[src/rtl/mfcps_pkg.sv]
// shared types, constants and crc helper for the paced modbus frame sender
// no dependencies; imported by every module of the block except mfcps_ram
package mfcps_pkg;

  // queue geometry
  localparam int MAIN_DEPTH  = 5;
  localparam int LOW_DEPTH   = 3;
  localparam int MAX_PAYLOAD = 62;
  localparam int SLOT_BYTES  = 64;
  localparam int IDX_W       = 6;
  localparam int BCNT_W      = 7;
  localparam int LEN_W       = 7;
  localparam int NUM_SLOTS   = MAIN_DEPTH + LOW_DEPTH;
  localparam int LEN_IW      = $clog2(NUM_SLOTS);
  localparam int MAIN_SW     = (MAIN_DEPTH > 1) ? $clog2(MAIN_DEPTH) : 1;
  localparam int LOW_SW      = (LOW_DEPTH > 1) ? $clog2(LOW_DEPTH) : 1;
  localparam int MAIN_CW     = $clog2(MAIN_DEPTH + 1);
  localparam int LOW_CW      = $clog2(LOW_DEPTH + 1);
  localparam int MAIN_AW     = $clog2(MAIN_DEPTH * SLOT_BYTES);
  localparam int LOW_AW      = $clog2(LOW_DEPTH * SLOT_BYTES);
  localparam int SUM_W       = 6;

  // crc and timing constants
  localparam logic [15:0] CRC_INIT     = 16'hFFFF;
  localparam logic [15:0] CRC_POLY     = 16'hA001;
  localparam logic [15:0] ELAPSED_MAX  = 16'hFFFF;
  localparam logic [15:0] MAIN_GAP_RST = 16'd1000;
  localparam logic [15:0] LOW_GAP_RST  = 16'd100;

  // register indexes
  localparam logic REG_MAIN_GAP = 1'b0;
  localparam logic REG_LOW_GAP  = 1'b1;

  typedef enum logic {
    KIND_BYTE = 1'b0,
    KIND_TICK = 1'b1
  } item_kind_e;

  typedef enum logic [1:0] {
    RES_QUEUED  = 2'd0,
    RES_DROPPED = 2'd1,
    RES_TX      = 2'd2
  } result_kind_e;

  typedef struct packed {
    item_kind_e kind;
    logic [7:0] frame_byte;
    logic       frame_end;
    logic       low_priority;
  } in_item_t;

  typedef struct packed {
    result_kind_e result_kind;
    logic [7:0]   tx_byte;
    logic         from_low_queue;
    logic         last_of_run;
  } out_item_t;

  typedef enum logic [2:0] {
    ST_IDLE,
    ST_COPY_RD,
    ST_COPY_WR,
    ST_CRC_LO,
    ST_CRC_HI,
    ST_POST,
    ST_SEND_RD,
    ST_SEND_OUT
  } ctrl_state_e;

  // controller to datapath
  typedef struct packed {
    logic take_byte;
    logic take_tick;
    logic copy_rd;
    logic copy_wr;
    logic crc_lo;
    logic crc_hi;
    logic post;
    logic send_rd;
    logic send_out;
  } cmd_t;

  // datapath to controller
  typedef struct packed {
    logic frame_ok;
    logic copy_last;
    logic tick_go;
    logic out_free;
    logic send_last;
  } status_t;

  // one byte of modbus crc-16, lsb first
  function automatic logic [15:0] crc_byte(input logic [15:0] crc, input logic [7:0] b);
    logic [15:0] c;
    c = crc ^ {8'h00, b};
    for (int i = 0; i < 8; i++) begin
      c = c[0] ? ((c >> 1) ^ CRC_POLY) : (c >> 1);
    end
    return c;
  endfunction

endpackage

[src/rtl/mfcps_ram.sv]
// generic simple dual port ram, one write and one registered read port
// no dependencies
module mfcps_ram #(
  parameter int WIDTH = 8,
  parameter int DEPTH = 64,
  localparam int AW = $clog2(DEPTH)
) (
  input  logic             clk_i,
  input  logic             wr_en_i,
  input  logic [AW-1:0]    wr_addr_i,
  input  logic [WIDTH-1:0] wr_data_i,
  input  logic             rd_en_i,
  input  logic [AW-1:0]    rd_addr_i,
  output logic [WIDTH-1:0] rd_data_o
);

  logic [WIDTH-1:0] mem_q [DEPTH];
  logic [WIDTH-1:0] rd_data_q;

  // write port
  always_ff @(posedge clk_i) begin
    if (wr_en_i) begin
      mem_q[wr_addr_i] <= wr_data_i;
    end
  end

  // registered read port
  always_ff @(posedge clk_i) begin
    if (rd_en_i) begin
      rd_data_q <= mem_q[rd_addr_i];
    end
  end

  assign rd_data_o = rd_data_q;

endmodule

[src/rtl/mfcps_dp.sv]
// datapath: build buffer, frame stores, queue pointers, crc, pacing timer, output register
// depends on mfcps_pkg and mfcps_ram
module mfcps_dp
  import mfcps_pkg::*;
(
  input  logic        clk_i,
  input  logic        rst_ni,
  input  cmd_t        cmd_i,
  output status_t     status_o,
  input  in_item_t    in_data_i,
  input  logic [15:0] main_gap_i,
  input  logic [15:0] low_gap_i,
  input  logic        out_ready_i,
  output logic        out_valid_o,
  output out_item_t   out_data_o
);

  logic [BCNT_W-1:0]  bcnt_q, bcnt_d;
  logic               ovf_q, ovf_d;
  logic [15:0]        crc_q, crc_d;
  logic [IDX_W-1:0]   idx_q, idx_d;
  logic               sel_low_q, sel_low_d;
  logic               ok_q, ok_d;
  logic [MAIN_SW-1:0] main_head_q, main_head_d;
  logic [MAIN_CW-1:0] main_cnt_q, main_cnt_d;
  logic [LOW_SW-1:0]  low_head_q, low_head_d;
  logic [LOW_CW-1:0]  low_cnt_q, low_cnt_d;
  logic [15:0]        elapsed_q, elapsed_d;
  logic               rdy_q, rdy_d;
  logic               out_valid_q, out_valid_d;
  out_item_t          out_q, out_d;
  logic [LEN_W-1:0]   len_q [NUM_SLOTS];

  logic [SUM_W-1:0]   main_sum, low_sum;
  logic [MAIN_SW-1:0] main_tail;
  logic [LOW_SW-1:0]  low_tail;
  logic [LEN_IW-1:0]  len_rd_idx, len_wr_idx;
  logic [LEN_W-1:0]   len_rd;
  logic [15:0]        el_next;
  logic               rdy_next, go, go_low;
  logic               store_wr;
  logic [7:0]         store_wdata, buf_rdata, main_rdata, low_rdata;
  logic               buf_room;

  // tail slots: head plus count, wrapped once
  assign main_sum  = SUM_W'(main_head_q) + SUM_W'(main_cnt_q);
  assign low_sum   = SUM_W'(low_head_q) + SUM_W'(low_cnt_q);
  assign main_tail = MAIN_SW'((main_sum >= SUM_W'(MAIN_DEPTH)) ?
                              main_sum - SUM_W'(MAIN_DEPTH) : main_sum);
  assign low_tail  = LOW_SW'((low_sum >= SUM_W'(LOW_DEPTH)) ?
                             low_sum - SUM_W'(LOW_DEPTH) : low_sum);

  // frame length table lookups
  assign len_rd_idx = LEN_IW'(sel_low_q ? MAIN_DEPTH + int'(low_head_q) : int'(main_head_q));
  assign len_wr_idx = LEN_IW'(sel_low_q ? MAIN_DEPTH + int'(low_tail) : int'(main_tail));
  assign len_rd     = len_q[len_rd_idx];

  assign buf_room = (bcnt_q < BCNT_W'(MAX_PAYLOAD));

  // pacing decision for a tick
  always_comb begin
    el_next  = (elapsed_q == ELAPSED_MAX) ? elapsed_q : elapsed_q + 16'd1;
    rdy_next = rdy_q;
    go       = 1'b0;
    go_low   = 1'b0;
    if (main_cnt_q != '0) begin
      rdy_next = rdy_q | (el_next > main_gap_i);
      go       = rdy_next;
    end else if (low_cnt_q != '0) begin
      rdy_next = rdy_q | (el_next > low_gap_i);
      go       = rdy_next;
      go_low   = 1'b1;
    end
  end

  // status toward the controller
  always_comb begin
    status_o.frame_ok  = !(ovf_q || !buf_room) &&
                         (in_data_i.low_priority ? (low_cnt_q < LOW_CW'(LOW_DEPTH))
                                                 : (main_cnt_q < MAIN_CW'(MAIN_DEPTH)));
    status_o.copy_last = (BCNT_W'(idx_q) + BCNT_W'(1)) == bcnt_q;
    status_o.tick_go   = go;
    status_o.out_free  = !out_valid_q || out_ready_i;
    status_o.send_last = (LEN_W'(idx_q) + LEN_W'(1)) == len_rd;
  end

  // store write data mux
  assign store_wr    = cmd_i.copy_wr || cmd_i.crc_lo || cmd_i.crc_hi;
  assign store_wdata = cmd_i.copy_wr ? buf_rdata : (cmd_i.crc_lo ? crc_q[7:0] : crc_q[15:8]);

  // next state of the datapath registers
  always_comb begin
    bcnt_d      = bcnt_q;
    ovf_d       = ovf_q;
    crc_d       = crc_q;
    idx_d       = idx_q;
    sel_low_d   = sel_low_q;
    ok_d        = ok_q;
    main_head_d = main_head_q;
    main_cnt_d  = main_cnt_q;
    low_head_d  = low_head_q;
    low_cnt_d   = low_cnt_q;
    elapsed_d   = elapsed_q;
    rdy_d       = rdy_q;
    out_valid_d = out_valid_q && !out_ready_i;
    out_d       = out_q;

    if (cmd_i.take_byte) begin
      if (buf_room) begin
        bcnt_d = bcnt_q + BCNT_W'(1);
        crc_d  = crc_byte(crc_q, in_data_i.frame_byte);
      end else begin
        ovf_d = 1'b1;
      end
      if (in_data_i.frame_end) begin
        sel_low_d = in_data_i.low_priority;
        ok_d      = status_o.frame_ok;
        idx_d     = '0;
      end
    end

    if (cmd_i.copy_wr || cmd_i.crc_lo) begin
      idx_d = idx_q + IDX_W'(1);
    end

    if (cmd_i.crc_hi) begin
      if (sel_low_q) begin
        low_cnt_d = low_cnt_q + LOW_CW'(1);
      end else begin
        main_cnt_d = main_cnt_q + MAIN_CW'(1);
      end
    end

    // frame queued or dropped result, then restart the build
    if (cmd_i.post) begin
      out_valid_d          = 1'b1;
      out_d.result_kind    = ok_q ? RES_QUEUED : RES_DROPPED;
      out_d.tx_byte        = '0;
      out_d.from_low_queue = sel_low_q;
      out_d.last_of_run    = 1'b1;
      crc_d                = CRC_INIT;
      bcnt_d               = '0;
      ovf_d                = 1'b0;
    end

    if (cmd_i.take_tick) begin
      elapsed_d = el_next;
      rdy_d     = rdy_next;
      if (go) begin
        sel_low_d = go_low;
        idx_d     = '0;
        elapsed_d = '0;
        rdy_d     = 1'b0;
      end
    end

    // one transmit byte per transfer; pop the frame after its last byte
    if (cmd_i.send_out) begin
      out_valid_d          = 1'b1;
      out_d.result_kind    = RES_TX;
      out_d.tx_byte        = sel_low_q ? low_rdata : main_rdata;
      out_d.from_low_queue = sel_low_q;
      out_d.last_of_run    = status_o.send_last;
      if (status_o.send_last) begin
        if (sel_low_q) begin
          low_head_d = (low_head_q == LOW_SW'(LOW_DEPTH - 1)) ? '0 : low_head_q + LOW_SW'(1);
          low_cnt_d  = low_cnt_q - LOW_CW'(1);
        end else begin
          main_head_d = (main_head_q == MAIN_SW'(MAIN_DEPTH - 1)) ? '0
                                                                 : main_head_q + MAIN_SW'(1);
          main_cnt_d  = main_cnt_q - MAIN_CW'(1);
        end
      end else begin
        idx_d = idx_q + IDX_W'(1);
      end
    end
  end

  // control registers
  always_ff @(posedge clk_i or negedge rst_ni) begin
    if (!rst_ni) begin
      bcnt_q      <= '0;
      ovf_q       <= 1'b0;
      crc_q       <= CRC_INIT;
      idx_q       <= '0;
      sel_low_q   <= 1'b0;
      ok_q        <= 1'b0;
      main_head_q <= '0;
      main_cnt_q  <= '0;
      low_head_q  <= '0;
      low_cnt_q   <= '0;
      elapsed_q   <= ELAPSED_MAX;
      rdy_q       <= 1'b0;
      out_valid_q <= 1'b0;
    end else begin
      bcnt_q      <= bcnt_d;
      ovf_q       <= ovf_d;
      crc_q       <= crc_d;
      idx_q       <= idx_d;
      sel_low_q   <= sel_low_d;
      ok_q        <= ok_d;
      main_head_q <= main_head_d;
      main_cnt_q  <= main_cnt_d;
      low_head_q  <= low_head_d;
      low_cnt_q   <= low_cnt_d;
      elapsed_q   <= elapsed_d;
      rdy_q       <= rdy_d;
      out_valid_q <= out_valid_d;
    end
  end

  // payload registers
  always_ff @(posedge clk_i) begin
    out_q <= out_d;
    if (cmd_i.crc_hi) begin
      len_q[len_wr_idx] <= LEN_W'(bcnt_q + BCNT_W'(2));
    end
  end

  // build buffer
  mfcps_ram #(.WIDTH(8), .DEPTH(SLOT_BYTES)) u_buf (
    .clk_i     (clk_i),
    .wr_en_i   (cmd_i.take_byte && buf_room),
    .wr_addr_i (bcnt_q[IDX_W-1:0]),
    .wr_data_i (in_data_i.frame_byte),
    .rd_en_i   (cmd_i.copy_rd),
    .rd_addr_i (idx_q),
    .rd_data_o (buf_rdata)
  );

  // main queue frame store
  mfcps_ram #(.WIDTH(8), .DEPTH(MAIN_DEPTH * SLOT_BYTES)) u_main (
    .clk_i     (clk_i),
    .wr_en_i   (store_wr && !sel_low_q),
    .wr_addr_i (MAIN_AW'({main_tail, idx_q})),
    .wr_data_i (store_wdata),
    .rd_en_i   (cmd_i.send_rd && !sel_low_q),
    .rd_addr_i (MAIN_AW'({main_head_q, idx_q})),
    .rd_data_o (main_rdata)
  );

  // low priority frame store
  mfcps_ram #(.WIDTH(8), .DEPTH(LOW_DEPTH * SLOT_BYTES)) u_low (
    .clk_i     (clk_i),
    .wr_en_i   (store_wr && sel_low_q),
    .wr_addr_i (LOW_AW'({low_tail, idx_q})),
    .wr_data_i (store_wdata),
    .rd_en_i   (cmd_i.send_rd && sel_low_q),
    .rd_addr_i (LOW_AW'({low_head_q, idx_q})),
    .rd_data_o (low_rdata)
  );

  assign out_valid_o = out_valid_q;
  assign out_data_o  = out_q;

endmodule

[src/rtl/mfcps_ctrl.sv]
// controller state machine: sequences byte intake, frame copy, crc append and sends
// depends on mfcps_pkg
module mfcps_ctrl
  import mfcps_pkg::*;
(
  input  logic     clk_i,
  input  logic     rst_ni,
  input  logic     in_valid_i,
  input  in_item_t in_data_i,
  output logic     in_ready_o,
  input  status_t  status_i,
  output cmd_t     cmd_o
);

  ctrl_state_e state_q, state_d;

  // next state
  always_comb begin
    state_d = state_q;
    unique case (state_q)
      ST_IDLE: begin
        if (in_valid_i) begin
          if (in_data_i.kind == KIND_BYTE) begin
            if (in_data_i.frame_end) begin
              state_d = status_i.frame_ok ? ST_COPY_RD : ST_POST;
            end
          end else if (status_i.tick_go) begin
            state_d = ST_SEND_RD;
          end
        end
      end
      ST_COPY_RD:  state_d = ST_COPY_WR;
      ST_COPY_WR:  state_d = status_i.copy_last ? ST_CRC_LO : ST_COPY_RD;
      ST_CRC_LO:   state_d = ST_CRC_HI;
      ST_CRC_HI:   state_d = ST_POST;
      ST_POST: begin
        if (status_i.out_free) begin
          state_d = ST_IDLE;
        end
      end
      ST_SEND_RD:  state_d = ST_SEND_OUT;
      ST_SEND_OUT: begin
        if (status_i.out_free) begin
          state_d = status_i.send_last ? ST_IDLE : ST_SEND_RD;
        end
      end
      default:     state_d = ST_IDLE;
    endcase
  end

  // command outputs
  always_comb begin
    cmd_o      = '0;
    in_ready_o = 1'b0;
    unique case (state_q)
      ST_IDLE: begin
        in_ready_o        = 1'b1;
        cmd_o.take_byte   = in_valid_i && (in_data_i.kind == KIND_BYTE);
        cmd_o.take_tick   = in_valid_i && (in_data_i.kind == KIND_TICK);
      end
      ST_COPY_RD:  cmd_o.copy_rd  = 1'b1;
      ST_COPY_WR:  cmd_o.copy_wr  = 1'b1;
      ST_CRC_LO:   cmd_o.crc_lo   = 1'b1;
      ST_CRC_HI:   cmd_o.crc_hi   = 1'b1;
      ST_POST:     cmd_o.post     = status_i.out_free;
      ST_SEND_RD:  cmd_o.send_rd  = 1'b1;
      ST_SEND_OUT: cmd_o.send_out = status_i.out_free;
      default:     cmd_o          = '0;
    endcase
  end

  // state register
  always_ff @(posedge clk_i or negedge rst_ni) begin
    if (!rst_ni) begin
      state_q <= ST_IDLE;
    end else begin
      state_q <= state_d;
    end
  end

endmodule

[src/rtl/modbus_frame_crc_paced_sender_unit.sv]
// Frame byte without frame_end: no result. Frame end: each stored byte is copied (read, then write),
// the crc low and high bytes are appended, then the queued result; a dropped frame goes straight to its result.
// Tick: may start a send, which reads each byte from the store and then gives it out, len+2 bytes.
// Input is taken only while no earlier item is at work; the output register frees the next item.
// Reset (async, active low): queues empty, crc 0xFFFF, elapsed 0xFFFF, gaps 1000 and 100.
// Stores hold no reset; depends on mfcps_pkg, mfcps_ctrl, mfcps_dp.
module modbus_frame_crc_paced_sender_unit
  import mfcps_pkg::*;
(
  input  logic        clk_i,
  input  logic        rst_ni,
  input  logic        in_valid_i,
  output logic        in_ready_o,
  input  in_item_t    in_data_i,
  output logic        out_valid_o,
  input  logic        out_ready_i,
  output out_item_t   out_data_o,
  input  logic        psel,
  input  logic        penable,
  input  logic        pwrite,
  input  logic [2:0]  paddr,
  input  logic [31:0] pwdata,
  output logic [31:0] prdata,
  output logic        pready
);

  logic [15:0] main_gap_q, main_gap_d;
  logic [15:0] low_gap_q, low_gap_d;
  logic        cfg_wr;
  cmd_t        cmd;
  status_t     status;

  // apb register file
  assign pready = 1'b1;
  assign cfg_wr = psel && penable && pwrite && pready;

  always_comb begin
    main_gap_d = main_gap_q;
    low_gap_d  = low_gap_q;
    if (cfg_wr) begin
      unique case (paddr[2])
        REG_MAIN_GAP: main_gap_d = pwdata[15:0];
        REG_LOW_GAP:  low_gap_d  = pwdata[15:0];
        default:      main_gap_d = main_gap_q;
      endcase
    end
  end

  always_ff @(posedge clk_i or negedge rst_ni) begin
    if (!rst_ni) begin
      main_gap_q <= MAIN_GAP_RST;
      low_gap_q  <= LOW_GAP_RST;
    end else begin
      main_gap_q <= main_gap_d;
      low_gap_q  <= low_gap_d;
    end
  end

  assign prdata = {16'h0000, (paddr[2] == REG_LOW_GAP) ? low_gap_q : main_gap_q};

  // controller
  mfcps_ctrl u_ctrl (
    .clk_i      (clk_i),
    .rst_ni     (rst_ni),
    .in_valid_i (in_valid_i),
    .in_data_i  (in_data_i),
    .in_ready_o (in_ready_o),
    .status_i   (status),
    .cmd_o      (cmd)
  );

  // datapath
  mfcps_dp u_dp (
    .clk_i       (clk_i),
    .rst_ni      (rst_ni),
    .cmd_i       (cmd),
    .status_o    (status),
    .in_data_i   (in_data_i),
    .main_gap_i  (main_gap_q),
    .low_gap_i   (low_gap_q),
    .out_ready_i (out_ready_i),
    .out_valid_o (out_valid_o),
    .out_data_o  (out_data_o)
  );

endmodule

[config.mk]
export PLATFORM = sky130hd
export DESIGN_NAME = modbus_frame_crc_paced_sender_unit
export DESIGN_NICKNAME = d
export VERILOG_FILES = /design/src/rtl/mfcps_pkg.sv /design/src/rtl/mfcps_ram.sv /design/src/rtl/mfcps_dp.sv /design/src/rtl/mfcps_ctrl.sv /design/src/rtl/modbus_frame_crc_paced_sender_unit.sv
export SDC_FILE = /design/constraint.sdc
export NUM_CORES = 2
export LEC_CHECK = 0
export BUFFER_PORTS_ARGS = -buffer_cell sky130_fd_sc_hd__buf_2
export CORE_ASPECT_RATIO = 0.6
export CORE_MARGIN = 2
export CORE_UTILIZATION = 60
export DETAILED_ROUTE_END_ITERATION = 8
export PLACE_DENSITY_LB_ADDON = 0.2
export SETUP_SLACK_MARGIN = 0.3
export SYNTH_ARGS = -nofsm -noshare
export SYNTH_HDL_FRONTEND = slang
export SYNTH_MEMORY_MAX_BITS = 65536
export SYNTH_SLANG_ARGS = --single-unit
[constraint.sdc]
create_clock -name clk_i -period 32 [get_ports clk_i]
set_clock_uncertainty 0.2 [all_clocks]
set_input_delay 0 -clock clk_i [delete_from_list [all_inputs] [get_ports clk_i]]
set_output_delay 0 -clock clk_i [all_outputs]
set_load 0.005 [all_outputs]
==> impl_summary.log <==
[metrics] final setup violation count: 0
[metrics] violation count after the first detailed-routing iteration: 14000
[metrics] number of distinct standard cells referenced by the synthesized netlist: 65
[metrics] Post-Layout Cell Count: 13100
[metrics] clock edge transition at the registers on the reported setup and hold paths: 0.06 ns
[metrics] leading cell types by total area after synthesis: edfxtp_1 75%, mux4_2 18%, nor2_1 1.3%, dfrtp_1 0.72%, clkbuf_1 0.62%
[metrics] maximum buffer depth of the clock tree: 4
[metrics] fraction of final layout cells sized beyond drive strength 1: 27.8%
[metrics] most frequent cells in the layout: 4698 x edfxtp_1, 1523 x mux4_2, 647 x nor2_1, 427 x clkbuf_16, 173 x nand2_1
[metrics] combined flip-flop and latch cell area: 144000 um^2
[metrics] Setup Slack @ Placement: 24.46 ns
[metrics] final weighted congestion in routability-driven placement: 0.832
[metrics] maximum number of pins on one net before global-route repair: 227
[metrics] Max VDD drop: 132 uV
[metrics] antenna violations before repair: 32
[metrics] aggregate routed wire length: 444000 um
[metrics] fraction of synthesized cell area taken by the top area cell type: 75.1%
[metrics] Crit. End Element: flop
[metrics] time the worst path needs with I/O delays and setup: 7.76 ns
[metrics] total count of hold-check failures in the final report: 0
[metrics] sink count of the clock tree: 4795
[metrics] IO Port Bufs: 64
[metrics] count of standard-cell rows: 159
[metrics] mux share of post-synthesis cell area: 18.7%
[metrics] overflow left after global routing: 0
[metrics] Synth Area in Compound Gates: 0.678%
[metrics] wire length of the first global-routing pass: 638000 um
[metrics] result of the run: completed
[metrics] xor and xnor area share after synthesis: 0.294%
[metrics] required time worst endpoint: 32.37 ns
[metrics] area of the mapped netlist: 188000 um^2
[metrics] Antenna Nets Post-Route: 0
[metrics] number of max-cap violations: 0
[metrics] Rel. slew slack: 0.271%
[metrics] unrepaired setup endpoints after global routing: false
[metrics] Max H-tree Level: 5
[metrics] gate count after technology mapping: 8320
[metrics] area delta synth->final: 10.3%
[metrics] Crit Path Class: flop to flop
[metrics] number of vias after detailed routing: 89800
[metrics] highest clock frequency the design can meet: 0.129 GHz
[metrics] clock insertion delay at the later pin of the skew report: 0.97 ns
[metrics] EDFF count, synth: 4698
[metrics] DP Cell Count: 12200
[metrics] adder and majority gate portion of the synthesized area: 0.428%
[metrics] global-route usage over all layers: 28.0%
[metrics] largest family of logic cells by synthesized area: multiplexers
[metrics] startpoint class of the critical path: flop
[metrics] slew at the pin with the worst max-slew slack: 1.50 ns
[metrics] CORE AREA: 312000 um^2
[metrics] x dimension of the die: 726 um
[metrics] synthesized area per cell: 22.6 um^2
[metrics] HPWL Detailed: 257000 um
[metrics] iteration count of the initial detailed-routing pass: 8
[metrics] clock tree root buffer cell: clkbuf_16
[metrics] share of the clock period used by the worst path: 24.3%
[metrics] Setup Fix Bufs, Post-CTS: 0
[metrics] post-layout net count: 8671
[metrics] setup slack of the critical path after layout: 24.24 ns
[metrics] Yosys warning count: 0
[metrics] final setup TNS: 0 ns
[metrics] area share of and/or/nand/nor cells after synthesis: 2.26%
[metrics] Max Slew Vio Count: 0
[metrics] largest fanout on the critical path: 100
[metrics] Power Density: 90.2 nW/um^2
[metrics] Worst Hold Class: input pin to flop
[metrics] effective utilization at floorplan: 60.2%
[metrics] dominant synthesized flop cell: edfxtp_1
[metrics] post-synthesis async set-or-reset flop share: 1.98%
[metrics] leakage power: 0.0628 uW
[metrics] area leader, netlist: edfxtp_1
[metrics] drc violations: 0
[metrics] number of synthesized register bits: 4795
[metrics] TritonCTS clock tree: built
[metrics] Crit path arrival time: 8.13 ns
[metrics] Power, Total: 18700 uW
[metrics] boundary pin count: 100
[metrics] number of global-route vias before repair: 87400
[metrics] TritonCTS buffer count: 419
[metrics] Vias/cell: 6.86
[metrics] post-synthesis sequential area ratio: 76.4%
[metrics] Die Y: 437 um
[metrics] Die Area: 318000 um^2
[metrics] area occupied by multi-input gates: 42300 um^2
[metrics] Routed wire per std cell: 33.9 um
[metrics] fillcell total: 19100
[metrics] commonest non-fill, non-tap cell in the layout: edfxtp_1
[cell families (layout without fill, tap and decap cells)]
family / after synthesis / after routing
compound gates: 206 / 206
xor+xnor: 63 / 63
fa+ha+maj: 63 / 63
buf+inv: 569 / 1117
flops: 4795 / 4795
mux: 1599 / 1599
other cells: 2 / 41
simple gates: 1023 / 1023
[worst paths after layout]
path / startpoint / to / slack (ns) / cells past startpoint
max in group asynchronous: rst_ni / u_dp.idx_q[0] / 30.27 / 5
setup reg to reg: u_ctrl.state_q[2] / u_dp.u_main.mem_q[114][6] / 24.24 / 9
setup / recovery: u_ctrl.state_q[2] / u_dp.u_main.mem_q[114][6] / 24.24 / 9
min in group asynchronous: rst_ni / main_gap_q[10] / 0.56 / 5
hold reg to reg: u_dp.elapsed_q[11] / u_dp.elapsed_q[11] / 0.27 / 2
hold / removal: in_data_i[1] / u_ctrl.state_q[0] / 0.07 / 5
[power by group]
part	internal [uW]	switching, uW
Combinational	2110	3440
Clock	2830	2250
Sequential	7950	114
[repair_timing]
item                       4_1_cts  5_1_grt
hold endpoints to repair       927        0
hold buffers                    76        0
resized for setup                0        0
setup endpoints to repair        0        0
[cell usage after synthesis (11+ instances only)]
library cell,instances
nand2b_1,12
o21ai_0,65
nand3_1,81
nor3_1,25
buf_4,19
inv_1,61
nand2_1,173
xnor2_1,46
and2_1,13
clkbuf_1,312
dfstp_2,41
a21oi_1,50
buf_2,79
nor2_1,650
mux4_2,1523
nor2b_1,17
edfxtp_1,4698
a31oi_1,12
mux2_2,46
a211oi_1,11
xor2_1,17
mux2i_1,29
nand4_1,18
ha_1,61
dfrtp_1,54
buf_1,92
[area by class of cell]
type / count / area share, %
tap: 4186 / 2.53
clock buffer: 492 / 5.27
sequential: 4795 / 69.2
multi-input combinational: 2987 / 20.4
inverter: 64 / 0.116
clock inverter: 273 / 1.26
antenna: 8 / 0.00966
timing repair buffer: 288 / 1.15
[sequential cells by signal, summed over array words and instances (netlist names), 12 cells and up]
register           flops
u_dp.u_main.mem_q   2560
u_dp.u_low.mem_q    1536
u_dp.u_buf.mem_q     512
u_dp.len_q            56
low_gap_q             16
main_gap_q            16
u_dp.crc_q            16
u_dp.elapsed_q        16
u_dp.out_data_o       12
[routing by layer]
| layer | global-route usage [%] | share of wire, % |
|---|---|---|
| met1 | 44.7 | 41 |
| met2 | 39.6 | 44 |
| met3 | 7.73 | 13 |
| met4 | 5.75 | 2.1 |
| met5 | 0.165 | 0.038 |
[per-stage QoR]
stage / hold slack (ns) / area [um^2] / utilization (%)
floorplan: -0.496 / 188000 / -
global route: 0.0734 / 207000 / 66.4
CTS: 0.00736 / 207000 / 66.4
finish: 0.0671 / 207000 / 66.4
global placement: -0.176 / 193000 / 61.8
detailed placement: -0.151 / 193000 / 61.8
[critical path, stage by stage (launching register included)]
cell,delay [ns]
dfrtp_1,0.56
nand2b_2,0.79
nand2_1,0.21
o21ai_4,0.09
buf_4,0.52
buf_4,0.92
buf_4,0.85
buf_4,0.92
buf_4,0.92
buf_4,0.88
(Power assumes the default switching activity.)
